$ cat config.mk
export PLATFORM = sky130hd
export DESIGN_NAME = binomial_tree_neighbours_core
export DESIGN_NICKNAME = d
export VERILOG_FILES = /design/src/hdl/btn_pkg.sv /design/src/hdl/btn_front.sv /design/src/hdl/btn_queue.sv /design/src/hdl/btn_back.sv /design/src/hdl/binomial_tree_neighbours_core.sv
export SDC_FILE = /design/constraint.sdc
export NUM_CORES = 1
export LEC_CHECK = 0
export BUFFER_PORTS_ARGS = -buffer_cell sky130_fd_sc_hd__buf_2
export CAP_MARGIN = 10
export CORE_MARGIN = 8
export CORE_UTILIZATION = 45
export CTS_CLUSTER_DIAMETER = 60
export DETAILED_ROUTE_END_ITERATION = 10
export SYNTH_ARGS = -nofsm -noshare
export SYNTH_HDL_FRONTEND = slang
export SYNTH_SLANG_ARGS = --single-unit
$ cat constraint.sdc
create_clock -name i_clk -period 5.5 [get_ports i_clk]
set_clock_uncertainty 0.2 [all_clocks]
set_input_delay 1.375 -clock i_clk [delete_from_list [all_inputs] [get_ports i_clk]]
set_output_delay 1.375 -clock i_clk [all_outputs]
set_load 0.01 [all_outputs]
$ cat src/hdl/btn_pkg.sv
// Shared types and codes for the binomial tree neighbour block.
// Used by btn_front, btn_queue, btn_back and the top level; no dependencies.
package btn_pkg;

    localparam int GS_W     = 17;
    localparam int RANK_W   = 16;
    localparam int CNT_W    = 5;
    localparam int BIT_W    = 5;
    localparam int TOP_W    = 4;
    localparam int CFG_A_W  = 2;
    localparam int Q_DEPTH  = 2;

    localparam logic [CFG_A_W-1:0] CFG_GROUP_SIZE     = 2'd0;
    localparam logic [CFG_A_W-1:0] CFG_ROOT_RANK      = 2'd1;
    localparam logic [CFG_A_W-1:0] CFG_TREE_MODE      = 2'd2;
    localparam logic [CFG_A_W-1:0] CFG_CHILD_CAPACITY = 2'd3;

    typedef enum logic [1:0] {
        KIND_PARENT  = 2'd0,
        KIND_CHILD   = 2'd1,
        KIND_SUMMARY = 2'd2
    } t_kind;

    typedef enum logic [1:0] {
        ST_OK       = 2'd0,
        ST_OVERFLOW = 2'd1,
        ST_BADRANK  = 2'd2
    } t_status;

    typedef enum logic [1:0] {
        BK_IDLE,
        BK_PARENT,
        BK_SCAN,
        BK_SUMMARY
    } t_bk_state;

    typedef struct packed {
        logic              bad;
        logic [RANK_W-1:0] vself;
        logic [TOP_W-1:0]  top;
    } t_job;

    typedef struct packed {
        logic [GS_W-1:0]   group_size;
        logic [RANK_W-1:0] root_rank;
        logic              tree_mode;
        logic [CNT_W-1:0]  child_capacity;
    } t_cfg;

    typedef struct packed {
        t_kind             kind;
        logic [RANK_W-1:0] rank;
        logic [CNT_W-1:0]  count;
        logic              has_parent;
        t_status           status;
        logic              last;
    } t_result;

endpackage

$ cat src/hdl/btn_front.sv
// Front end: checks a query against the group configuration and makes it root-relative.
// Depends on btn_pkg.
module btn_front (
    input  btn_pkg::t_cfg  i_cfg,
    input  logic [15:0]    i_self_rank,
    output btn_pkg::t_job  o_job
);
    import btn_pkg::*;

    localparam logic [32:0] SIZE_LIMIT = 33'(1) << RANK_W;

    logic [GS_W-1:0]  self_ext;
    logic [GS_W-1:0]  root_ext;
    logic [GS_W-1:0]  rel;
    logic [TOP_W-1:0] top;

    always_comb begin
        self_ext = GS_W'(i_self_rank);
        root_ext = GS_W'(i_cfg.root_rank);
        if (self_ext >= root_ext) begin
            rel = self_ext - root_ext;
        end else begin
            rel = self_ext + i_cfg.group_size - root_ext;
        end

        // Highest set bit of the relative rank; only meaningful when it is nonzero.
        top = '0;
        for (int i = 0; i < RANK_W; i++) begin
            if (rel[i]) begin
                top = TOP_W'(i);
            end
        end

        o_job.bad   = (i_cfg.group_size == '0) ||
                      (33'(i_cfg.group_size) > SIZE_LIMIT) ||
                      (self_ext >= i_cfg.group_size) ||
                      (root_ext >= i_cfg.group_size);
        o_job.vself = rel[RANK_W-1:0];
        o_job.top   = top;
    end

endmodule

$ cat src/hdl/btn_queue.sv
// Two-entry job queue between the front and back ends.
// Depends on btn_pkg.
module btn_queue (
    input  logic          i_clk,
    input  logic          i_rst_n,
    input  logic          i_push,
    input  btn_pkg::t_job i_job,
    input  logic          i_pop,
    output btn_pkg::t_job o_job,
    output logic          o_full,
    output logic          o_empty
);
    import btn_pkg::*;

    localparam int PTR_W = (Q_DEPTH > 1) ? $clog2(Q_DEPTH) : 1;
    localparam int CNT_QW = $clog2(Q_DEPTH + 1);

    t_job              r_mem [Q_DEPTH];
    logic [PTR_W-1:0]  r_wptr;
    logic [PTR_W-1:0]  r_rptr;
    logic [CNT_QW-1:0] r_count;

    function automatic logic [PTR_W-1:0] wrap_inc(input logic [PTR_W-1:0] p);
        if (p == PTR_W'(Q_DEPTH - 1)) begin
            return '0;
        end
        return p + PTR_W'(1);
    endfunction

    assign o_full  = (r_count == CNT_QW'(Q_DEPTH));
    assign o_empty = (r_count == '0);
    assign o_job   = r_mem[r_rptr];

    always_ff @(posedge i_clk) begin
        if (i_push) begin
            r_mem[r_wptr] <= i_job;
        end
    end

    always_ff @(posedge i_clk) begin
        if (!i_rst_n) begin
            r_wptr  <= '0;
            r_rptr  <= '0;
            r_count <= '0;
        end else begin
            if (i_push) begin
                r_wptr <= wrap_inc(r_wptr);
            end
            if (i_pop) begin
                r_rptr <= wrap_inc(r_rptr);
            end
            if (i_push && !i_pop) begin
                r_count <= r_count + CNT_QW'(1);
            end else if (!i_push && i_pop) begin
                r_count <= r_count - CNT_QW'(1);
            end
        end
    end

endmodule

$ cat src/hdl/btn_back.sv
// Back end: walks the bits of one queued rank and emits parent, child and summary items.
// Depends on btn_pkg; owns the output register.
module btn_back (
    input  logic             i_clk,
    input  logic             i_rst_n,
    input  btn_pkg::t_cfg    i_cfg,
    input  btn_pkg::t_job    i_job,
    input  logic             i_empty,
    output logic             o_pop,
    output logic             o_out_valid,
    input  logic             i_out_ready,
    output btn_pkg::t_result o_out
);
    import btn_pkg::*;

    t_bk_state         r_state, n_state;
    logic [RANK_W-1:0] r_vself, n_vself;
    logic [TOP_W-1:0]  r_top, n_top;
    logic [BIT_W-1:0]  r_bit, n_bit;
    logic [CNT_W-1:0]  r_cnt, n_cnt;
    logic              r_par, n_par;
    t_status           r_status, n_status;
    logic              r_out_valid, n_out_valid;
    t_result           r_out, n_out;

    logic              adv;
    logic [GS_W-1:0]   mask;
    logic [GS_W-1:0]   vs_ext;
    logic [GS_W-1:0]   cand;
    logic [GS_W-1:0]   rot_sum;
    logic [RANK_W-1:0] rot;

    assign o_out_valid = r_out_valid;
    assign o_out       = r_out;

    always_ff @(posedge i_clk) begin
        if (!i_rst_n) begin
            r_state     <= BK_IDLE;
            r_out_valid <= 1'b0;
        end else begin
            r_state     <= n_state;
            r_out_valid <= n_out_valid;
        end
    end

    always_ff @(posedge i_clk) begin
        r_vself  <= n_vself;
        r_top    <= n_top;
        r_bit    <= n_bit;
        r_cnt    <= n_cnt;
        r_par    <= n_par;
        r_status <= n_status;
        r_out    <= n_out;
    end

    always_comb begin
        adv    = !r_out_valid || i_out_ready;
        mask   = GS_W'(1) << r_bit;
        vs_ext = GS_W'(r_vself);

        // Candidate neighbour for this step, then rotated back by the root.
        if (r_state == BK_PARENT) begin
            cand = vs_ext ^ (GS_W'(1) << r_top);
        end else begin
            cand = vs_ext ^ mask;
        end
        rot_sum = cand + GS_W'(i_cfg.root_rank);
        if (rot_sum >= i_cfg.group_size) begin
            rot_sum = rot_sum - i_cfg.group_size;
        end
        rot = rot_sum[RANK_W-1:0];

        n_state     = r_state;
        n_vself     = r_vself;
        n_top       = r_top;
        n_bit       = r_bit;
        n_cnt       = r_cnt;
        n_par       = r_par;
        n_status    = r_status;
        n_out_valid = r_out_valid && !i_out_ready;
        n_out       = r_out;
        o_pop       = 1'b0;

        n_out.kind       = KIND_CHILD;
        n_out.rank       = rot;
        n_out.count      = '0;
        n_out.has_parent = 1'b0;
        n_out.status     = ST_OK;
        n_out.last       = 1'b0;
        if (!(adv && !r_out_valid) && r_out_valid && !i_out_ready) begin
            n_out = r_out;
        end

        unique case (r_state)
            BK_IDLE: begin
                if (!i_empty) begin
                    o_pop    = 1'b1;
                    n_vself  = i_job.vself;
                    n_top    = i_job.top;
                    n_bit    = '0;
                    n_cnt    = '0;
                    n_par    = 1'b0;
                    if (i_job.bad) begin
                        n_status = ST_BADRANK;
                        n_state  = BK_SUMMARY;
                    end else begin
                        n_status = ST_OK;
                        n_state  = i_cfg.tree_mode ? BK_SCAN : BK_PARENT;
                    end
                end
            end
            BK_PARENT: begin
                if (r_vself == '0) begin
                    n_bit   = '0;
                    n_state = BK_SCAN;
                end else if (adv) begin
                    n_out_valid = 1'b1;
                    n_out.kind  = KIND_PARENT;
                    n_par       = 1'b1;
                    n_bit       = BIT_W'(r_top) + BIT_W'(1);
                    n_state     = BK_SCAN;
                end
            end
            BK_SCAN: begin
                if (mask >= i_cfg.group_size) begin
                    n_state = BK_SUMMARY;
                end else if (i_cfg.tree_mode && ((vs_ext & mask) != '0)) begin
                    // First set bit from the bottom: parent, and the scan ends.
                    if (adv) begin
                        n_out_valid = 1'b1;
                        n_out.kind  = KIND_PARENT;
                        n_par       = 1'b1;
                        n_state     = BK_SUMMARY;
                    end
                end else if (cand >= i_cfg.group_size) begin
                    if (i_cfg.tree_mode) begin
                        n_bit = r_bit + BIT_W'(1);
                    end else begin
                        n_state = BK_SUMMARY;
                    end
                end else if (r_cnt == i_cfg.child_capacity) begin
                    n_status = ST_OVERFLOW;
                    n_state  = BK_SUMMARY;
                end else if (adv) begin
                    n_out_valid = 1'b1;
                    n_out.kind  = KIND_CHILD;
                    n_cnt       = r_cnt + CNT_W'(1);
                    n_bit       = r_bit + BIT_W'(1);
                end
            end
            BK_SUMMARY: begin
                if (adv) begin
                    n_out_valid      = 1'b1;
                    n_out.kind       = KIND_SUMMARY;
                    n_out.rank       = '0;
                    n_out.count      = r_cnt;
                    n_out.has_parent = r_par;
                    n_out.status     = r_status;
                    n_out.last       = 1'b1;
                    n_state          = BK_IDLE;
                end
            end
            default: begin
                n_state = BK_IDLE;
            end
        endcase

        // A held result stays put while the consumer stalls.
        if (!adv) begin
            n_out = r_out;
        end
    end

endmodule

$ cat src/hdl/binomial_tree_neighbours_core.sv
// Top level of the binomial tree neighbour block: configuration registers,
// front end, job queue and back end. Depends on btn_pkg, btn_front, btn_queue, btn_back.
//
//   channel   handshake                   payload
//   query     i_in_valid / o_in_ready     i_self_rank
//   result    o_out_valid / i_out_ready   o_entry_kind .. o_last
//   config    i_cfg_we (no wait)          i_cfg_addr, i_cfg_data
//
// A query is checked and made root-relative in the cycle it is accepted and waits
// in a two-entry queue. The back end dequeues a job, scans the bit positions in
// turn for the parent and child items, including the position that ends the scan,
// then emits the summary; a bad rank goes straight from dequeue to summary, and a
// stalled consumer holds the scan. Reset is synchronous and active low and
// empties the queue and output register. Queries are accepted while the queue has
// room, even while a result waits on a stalled consumer.
module binomial_tree_neighbours_core (
    input  logic                          i_clk,
    input  logic                          i_rst_n,
    input  logic                          i_cfg_we,
    input  logic [btn_pkg::CFG_A_W-1:0]   i_cfg_addr,
    input  logic [btn_pkg::GS_W-1:0]      i_cfg_data,
    input  logic                          i_in_valid,
    output logic                          o_in_ready,
    input  logic [15:0]                   i_self_rank,
    output logic                          o_out_valid,
    input  logic                          i_out_ready,
    output logic [1:0]                    o_entry_kind,
    output logic [15:0]                   o_neighbour_rank,
    output logic [4:0]                    o_child_count,
    output logic                          o_has_parent,
    output logic [1:0]                    o_status,
    output logic                          o_last
);
    import btn_pkg::*;

    t_cfg    r_cfg;
    t_job    front_job;
    t_job    queue_job;
    t_result result;
    logic    q_full;
    logic    q_empty;
    logic    q_pop;
    logic    push;

    always_ff @(posedge i_clk) begin
        if (!i_rst_n) begin
            r_cfg.group_size     <= GS_W'(1);
            r_cfg.root_rank      <= '0;
            r_cfg.tree_mode      <= 1'b0;
            r_cfg.child_capacity <= CNT_W'(16);
        end else if (i_cfg_we) begin
            unique case (i_cfg_addr)
                CFG_GROUP_SIZE:     r_cfg.group_size     <= i_cfg_data;
                CFG_ROOT_RANK:      r_cfg.root_rank      <= i_cfg_data[RANK_W-1:0];
                CFG_TREE_MODE:      r_cfg.tree_mode      <= i_cfg_data[0];
                CFG_CHILD_CAPACITY: r_cfg.child_capacity <= i_cfg_data[CNT_W-1:0];
                default: begin
                end
            endcase
        end
    end

    assign o_in_ready = !q_full;
    assign push       = i_in_valid && !q_full;

    btn_front u_front (
        .i_cfg       (r_cfg),
        .i_self_rank (i_self_rank),
        .o_job       (front_job)
    );

    btn_queue u_queue (
        .i_clk   (i_clk),
        .i_rst_n (i_rst_n),
        .i_push  (push),
        .i_job   (front_job),
        .i_pop   (q_pop),
        .o_job   (queue_job),
        .o_full  (q_full),
        .o_empty (q_empty)
    );

    btn_back u_back (
        .i_clk       (i_clk),
        .i_rst_n     (i_rst_n),
        .i_cfg       (r_cfg),
        .i_job       (queue_job),
        .i_empty     (q_empty),
        .o_pop       (q_pop),
        .o_out_valid (o_out_valid),
        .i_out_ready (i_out_ready),
        .o_out       (result)
    );

    assign o_entry_kind     = result.kind;
    assign o_neighbour_rank = result.rank;
    assign o_child_count    = result.count;
    assign o_has_parent     = result.has_parent;
    assign o_status         = result.status;
    assign o_last           = result.last;

    a_last_is_summary: assert property (@(posedge i_clk) disable iff (!i_rst_n)
        o_out_valid |-> (o_last == (o_entry_kind == KIND_SUMMARY)))
        else $error("last flag does not match summary kind");

    a_neighbour_fields_clear: assert property (@(posedge i_clk) disable iff (!i_rst_n)
        (o_out_valid && !o_last) |-> (o_child_count == '0 && o_status == ST_OK &&
                                      !o_has_parent))
        else $error("summary fields set on a neighbour item");

    a_ok_within_capacity: assert property (@(posedge i_clk) disable iff (!i_rst_n)
        (o_out_valid && o_last && o_status == ST_OK) |->
            (o_child_count <= r_cfg.child_capacity))
        else $error("ok summary reports more children than capacity");

    a_badrank_empty: assert property (@(posedge i_clk) disable iff (!i_rst_n)
        (o_out_valid && o_status == ST_BADRANK) |->
            (o_child_count == '0 && !o_has_parent && o_neighbour_rank == '0))
        else $error("bad-rank summary carries neighbour data");

endmodule
==> results.md <==
- Multi-input combinational cell area: 7640 sq um
- Global placement routability congestion: 0.9578
- Clock root cell: clkbuf_16
- Slew at the pin with the worst max-slew slack: 1.148 ns
- Max cap viols: 0
- Pins Over Slew Limit: 0
- Mapped Avg Cell Area: 9.430 sq um
- Final Power: 6.773 mW
- TritonCTS Sinks: 149
- Fillers: 2442
- Drt total wl: 33.68 mm
- Final count of negative-setup-slack endpoints: 0
- DRT iter0 DRCs: 591
- First-pass GRT wire length: 51.62 mm
- Vias: 9780
- H-tree Lvls: 4
- Post-synthesis cell type with the largest combined area: edfxtp_1
- Startpoint Class: flop
- Setup ws final: 0.2076 ns
- FF+latch count, synth: 149
- Pre-CTS setup slack: -0.1004 ns
- Die ar.: 32160 sq um
- Kind of critical path: flop to flop
- Max-Slew Margin vs Limit: 0.2314
- CTS max path bufs: 2
- Critical path capture point type: flop
- Vias in the first global route: 9314
- Global-route usage over all layers: 0.2103
- Core Util, Final: 0.5248
- Die X: 179.3 um
- Warnings from Yosys: 0
- Final Cycle Share: 0.9622
- Post-synthesis net count: 1482
- Fmax: 189.0 MHz
- Outcome: complete, no violations
- Post-route ant nets: 0
- VDD IR-drop max: 0.0001913 V
- CTS tree: yes
- Net count, final: 1579
- Critical Path AT: 5.33 ns
- Dominant cells by area after synthesis: edfxtp_1 (26%), ha_1 (16%), dfxtp_1 (7.8%), nand2_1 (4.2%), inv_1 (3.2%)
- Commonest non-fill, non-tap cell in the layout: ha_1
- FF/Latch Area: 4004 sq um
- RSZ-0062 raised after global routing: yes
- Port-buffer cells: 68
- Largest net degree at the start of global routing: 50
- Synth cell types: 81
- Final setup TNS: 0 ns
- Initial Utilization: 0.4594
- Synth async-reset ratio: 0
- Chip height: 179.3 um
- Main synth FF type: edfxtp_1
- Share of the synthesized area in the top cell type: 0.2552
- DRT Pass-1 Iters: 5
- Core area: 26130 sq um
- Total gr overflow: 0
- Initial antenna violation count: 0
- Worst Path Max Fanout: 6
- Layout cells sized above 1: 0.1620
- Fin. Hold Viols: 0
- PwrDens: 493.9 nW/um^2
- # rows: 59
- Number of I/O pins: 69
- Crit path required time: 5.53 ns
- Commonest non-fill, non-tap cells in the layout: ha_1 (142), nand2_1 (130), edfxtp_1 (102)
- Non-Filler Instances: 1718
- HPWL after detailed placement: 26.51 mm
- EDFF count, synth: 102
- Post-Syn Instances: 1273
- Placed Area: 12800 sq um
- CTS clk-pin slew, worst paths: 0.08 ns
- Cts hold-fix bufs: 0
- Leakage: 5.733 nW
- Routed vias/inst: 5.693
- Worst hold path type: flop to flop
- Placed insts: 1669
- Min Hold Slack: 0.2874 ns
- Final min period: 5.292 ns
- Synth-to-layout area growth: 14.24%
- Sequential-to-total area share from yosys stat: 0.3335
- Num CTS Buffers: 17
- Residual DRC: 0
- # diodes: 0
- Clock latency on the worst-skew pair: 0.44 ns
- Post-DR wirelength/cell: 19.61 um
- Design area: 13710 sq um
- Synthesized cell area: 12000 sq um
-- final timing paths --
path / startpoint / end / slack (ns) / depth (start not counted)
setup / recovery: u_back.r_bit[1] / u_back.o_out[9] / 0.21 / 22
hold / removal: r_cfg[30] / r_cfg[30] / 0.29 / 2
setup reg to reg: u_back.r_bit[1] / u_back.o_out[9] / 0.21 / 22
hold reg to reg: r_cfg[30] / r_cfg[30] / 0.29 / 2
-- Yosys cell counts (29+ instances only) --
cell type	n
a21boi_0	34
a21oi_1	61
dfxtp_1	47
edfxtp_1	102
ha_1	151
inv_1	103
nand2_1	135
nand3_1	29
nor2_1	68
o21ai_0	45
xnor2_1	37
xor2_1	42
-- where the power goes --
group / switching, mW / internal (mW)
Clock: 0.571 / 0.606
Combinational: 2.12 / 1.62
Sequential: 0.202 / 1.65
-- layer usage --
metal | global-route usage | vias up | wire (um)
met4 | 0.06838 | 0 | 802
met2 | 0.3430 | 263 | 15590
li1 | - | 4819 | -
met3 | 0.03180 | 55 | 1712
met5 | 0 | - | 0
met1 | 0.2825 | 4643 | 15580
-- critical path, cell delays in order, from the launching register on --
cell,delay [ns]
edfxtp_1,0.45
inv_2,0.11
ha_2,0.18
buf_4,0.14
nand2b_1,0.10
o32ai_1,0.34
xor2_1,0.11
buf_4,0.16
ha_1,0.35
nand3_2,0.13
or4b_4,0.51
a31o_4,0.25
o21bai_1,0.14
a21oi_1,0.09
xnor2_1,0.16
ha_1,0.32
nand4_1,0.13
o21a_1,0.21
a31oi_1,0.25
a31o_4,0.24
buf_2,0.17
nor2_1,0.05
a211oi_1,0.28
-- layout make-up --
cell class	instances	area share
Multi-Input combinational cell	985	0.5571
Sequential cell	149	0.2920
Timing Repair Buffer	109	0.04845
Clock buffer	17	0.03102
Tap cell	335	0.03057
Inverter	108	0.02956
Clock inverter	15	0.01131
-- state kept, by name (all words and copies together) (netlist names), named ones only --
name / flops
u_queue.r_wptr: 1
u_back.o_out: 27
u_back.r_cnt: 5
u_back.r_status: 2
u_back.r_vself: 16
u_queue.r_mem: 42
u_queue.r_count: 2
u_back.o_out_valid: 1
u_queue.r_rptr: 1
u_back.r_par: 1
r_cfg: 39
u_back.r_top: 4
u_back.r_state: 2
u_back.r_bit: 5
-- cells by family after synthesis --
kind of cell               Yosys count  share of synthesized area
xor gates and xnor gates            79                    0.05764
adders and majority gates          169                     0.1874
muxes                               53                    0.04732
and+or+nand+nor                    380                     0.1534
buffers and inverters              139                    0.04628
AOI/OAI and AO/OA                  304                     0.1744
DFF                                149                     0.3335
-- what timing repair did --
action | in CTS | in global routing
setup endpoints to repair | 16 | 16
buffers inserted | 0 | 16
hold endpoints to repair | 0 | 0
gates cloned | 0 | 1
resized for setup | 3 | 47
pin swaps | 0 | 23
Power figures use the tool's default switching activity.
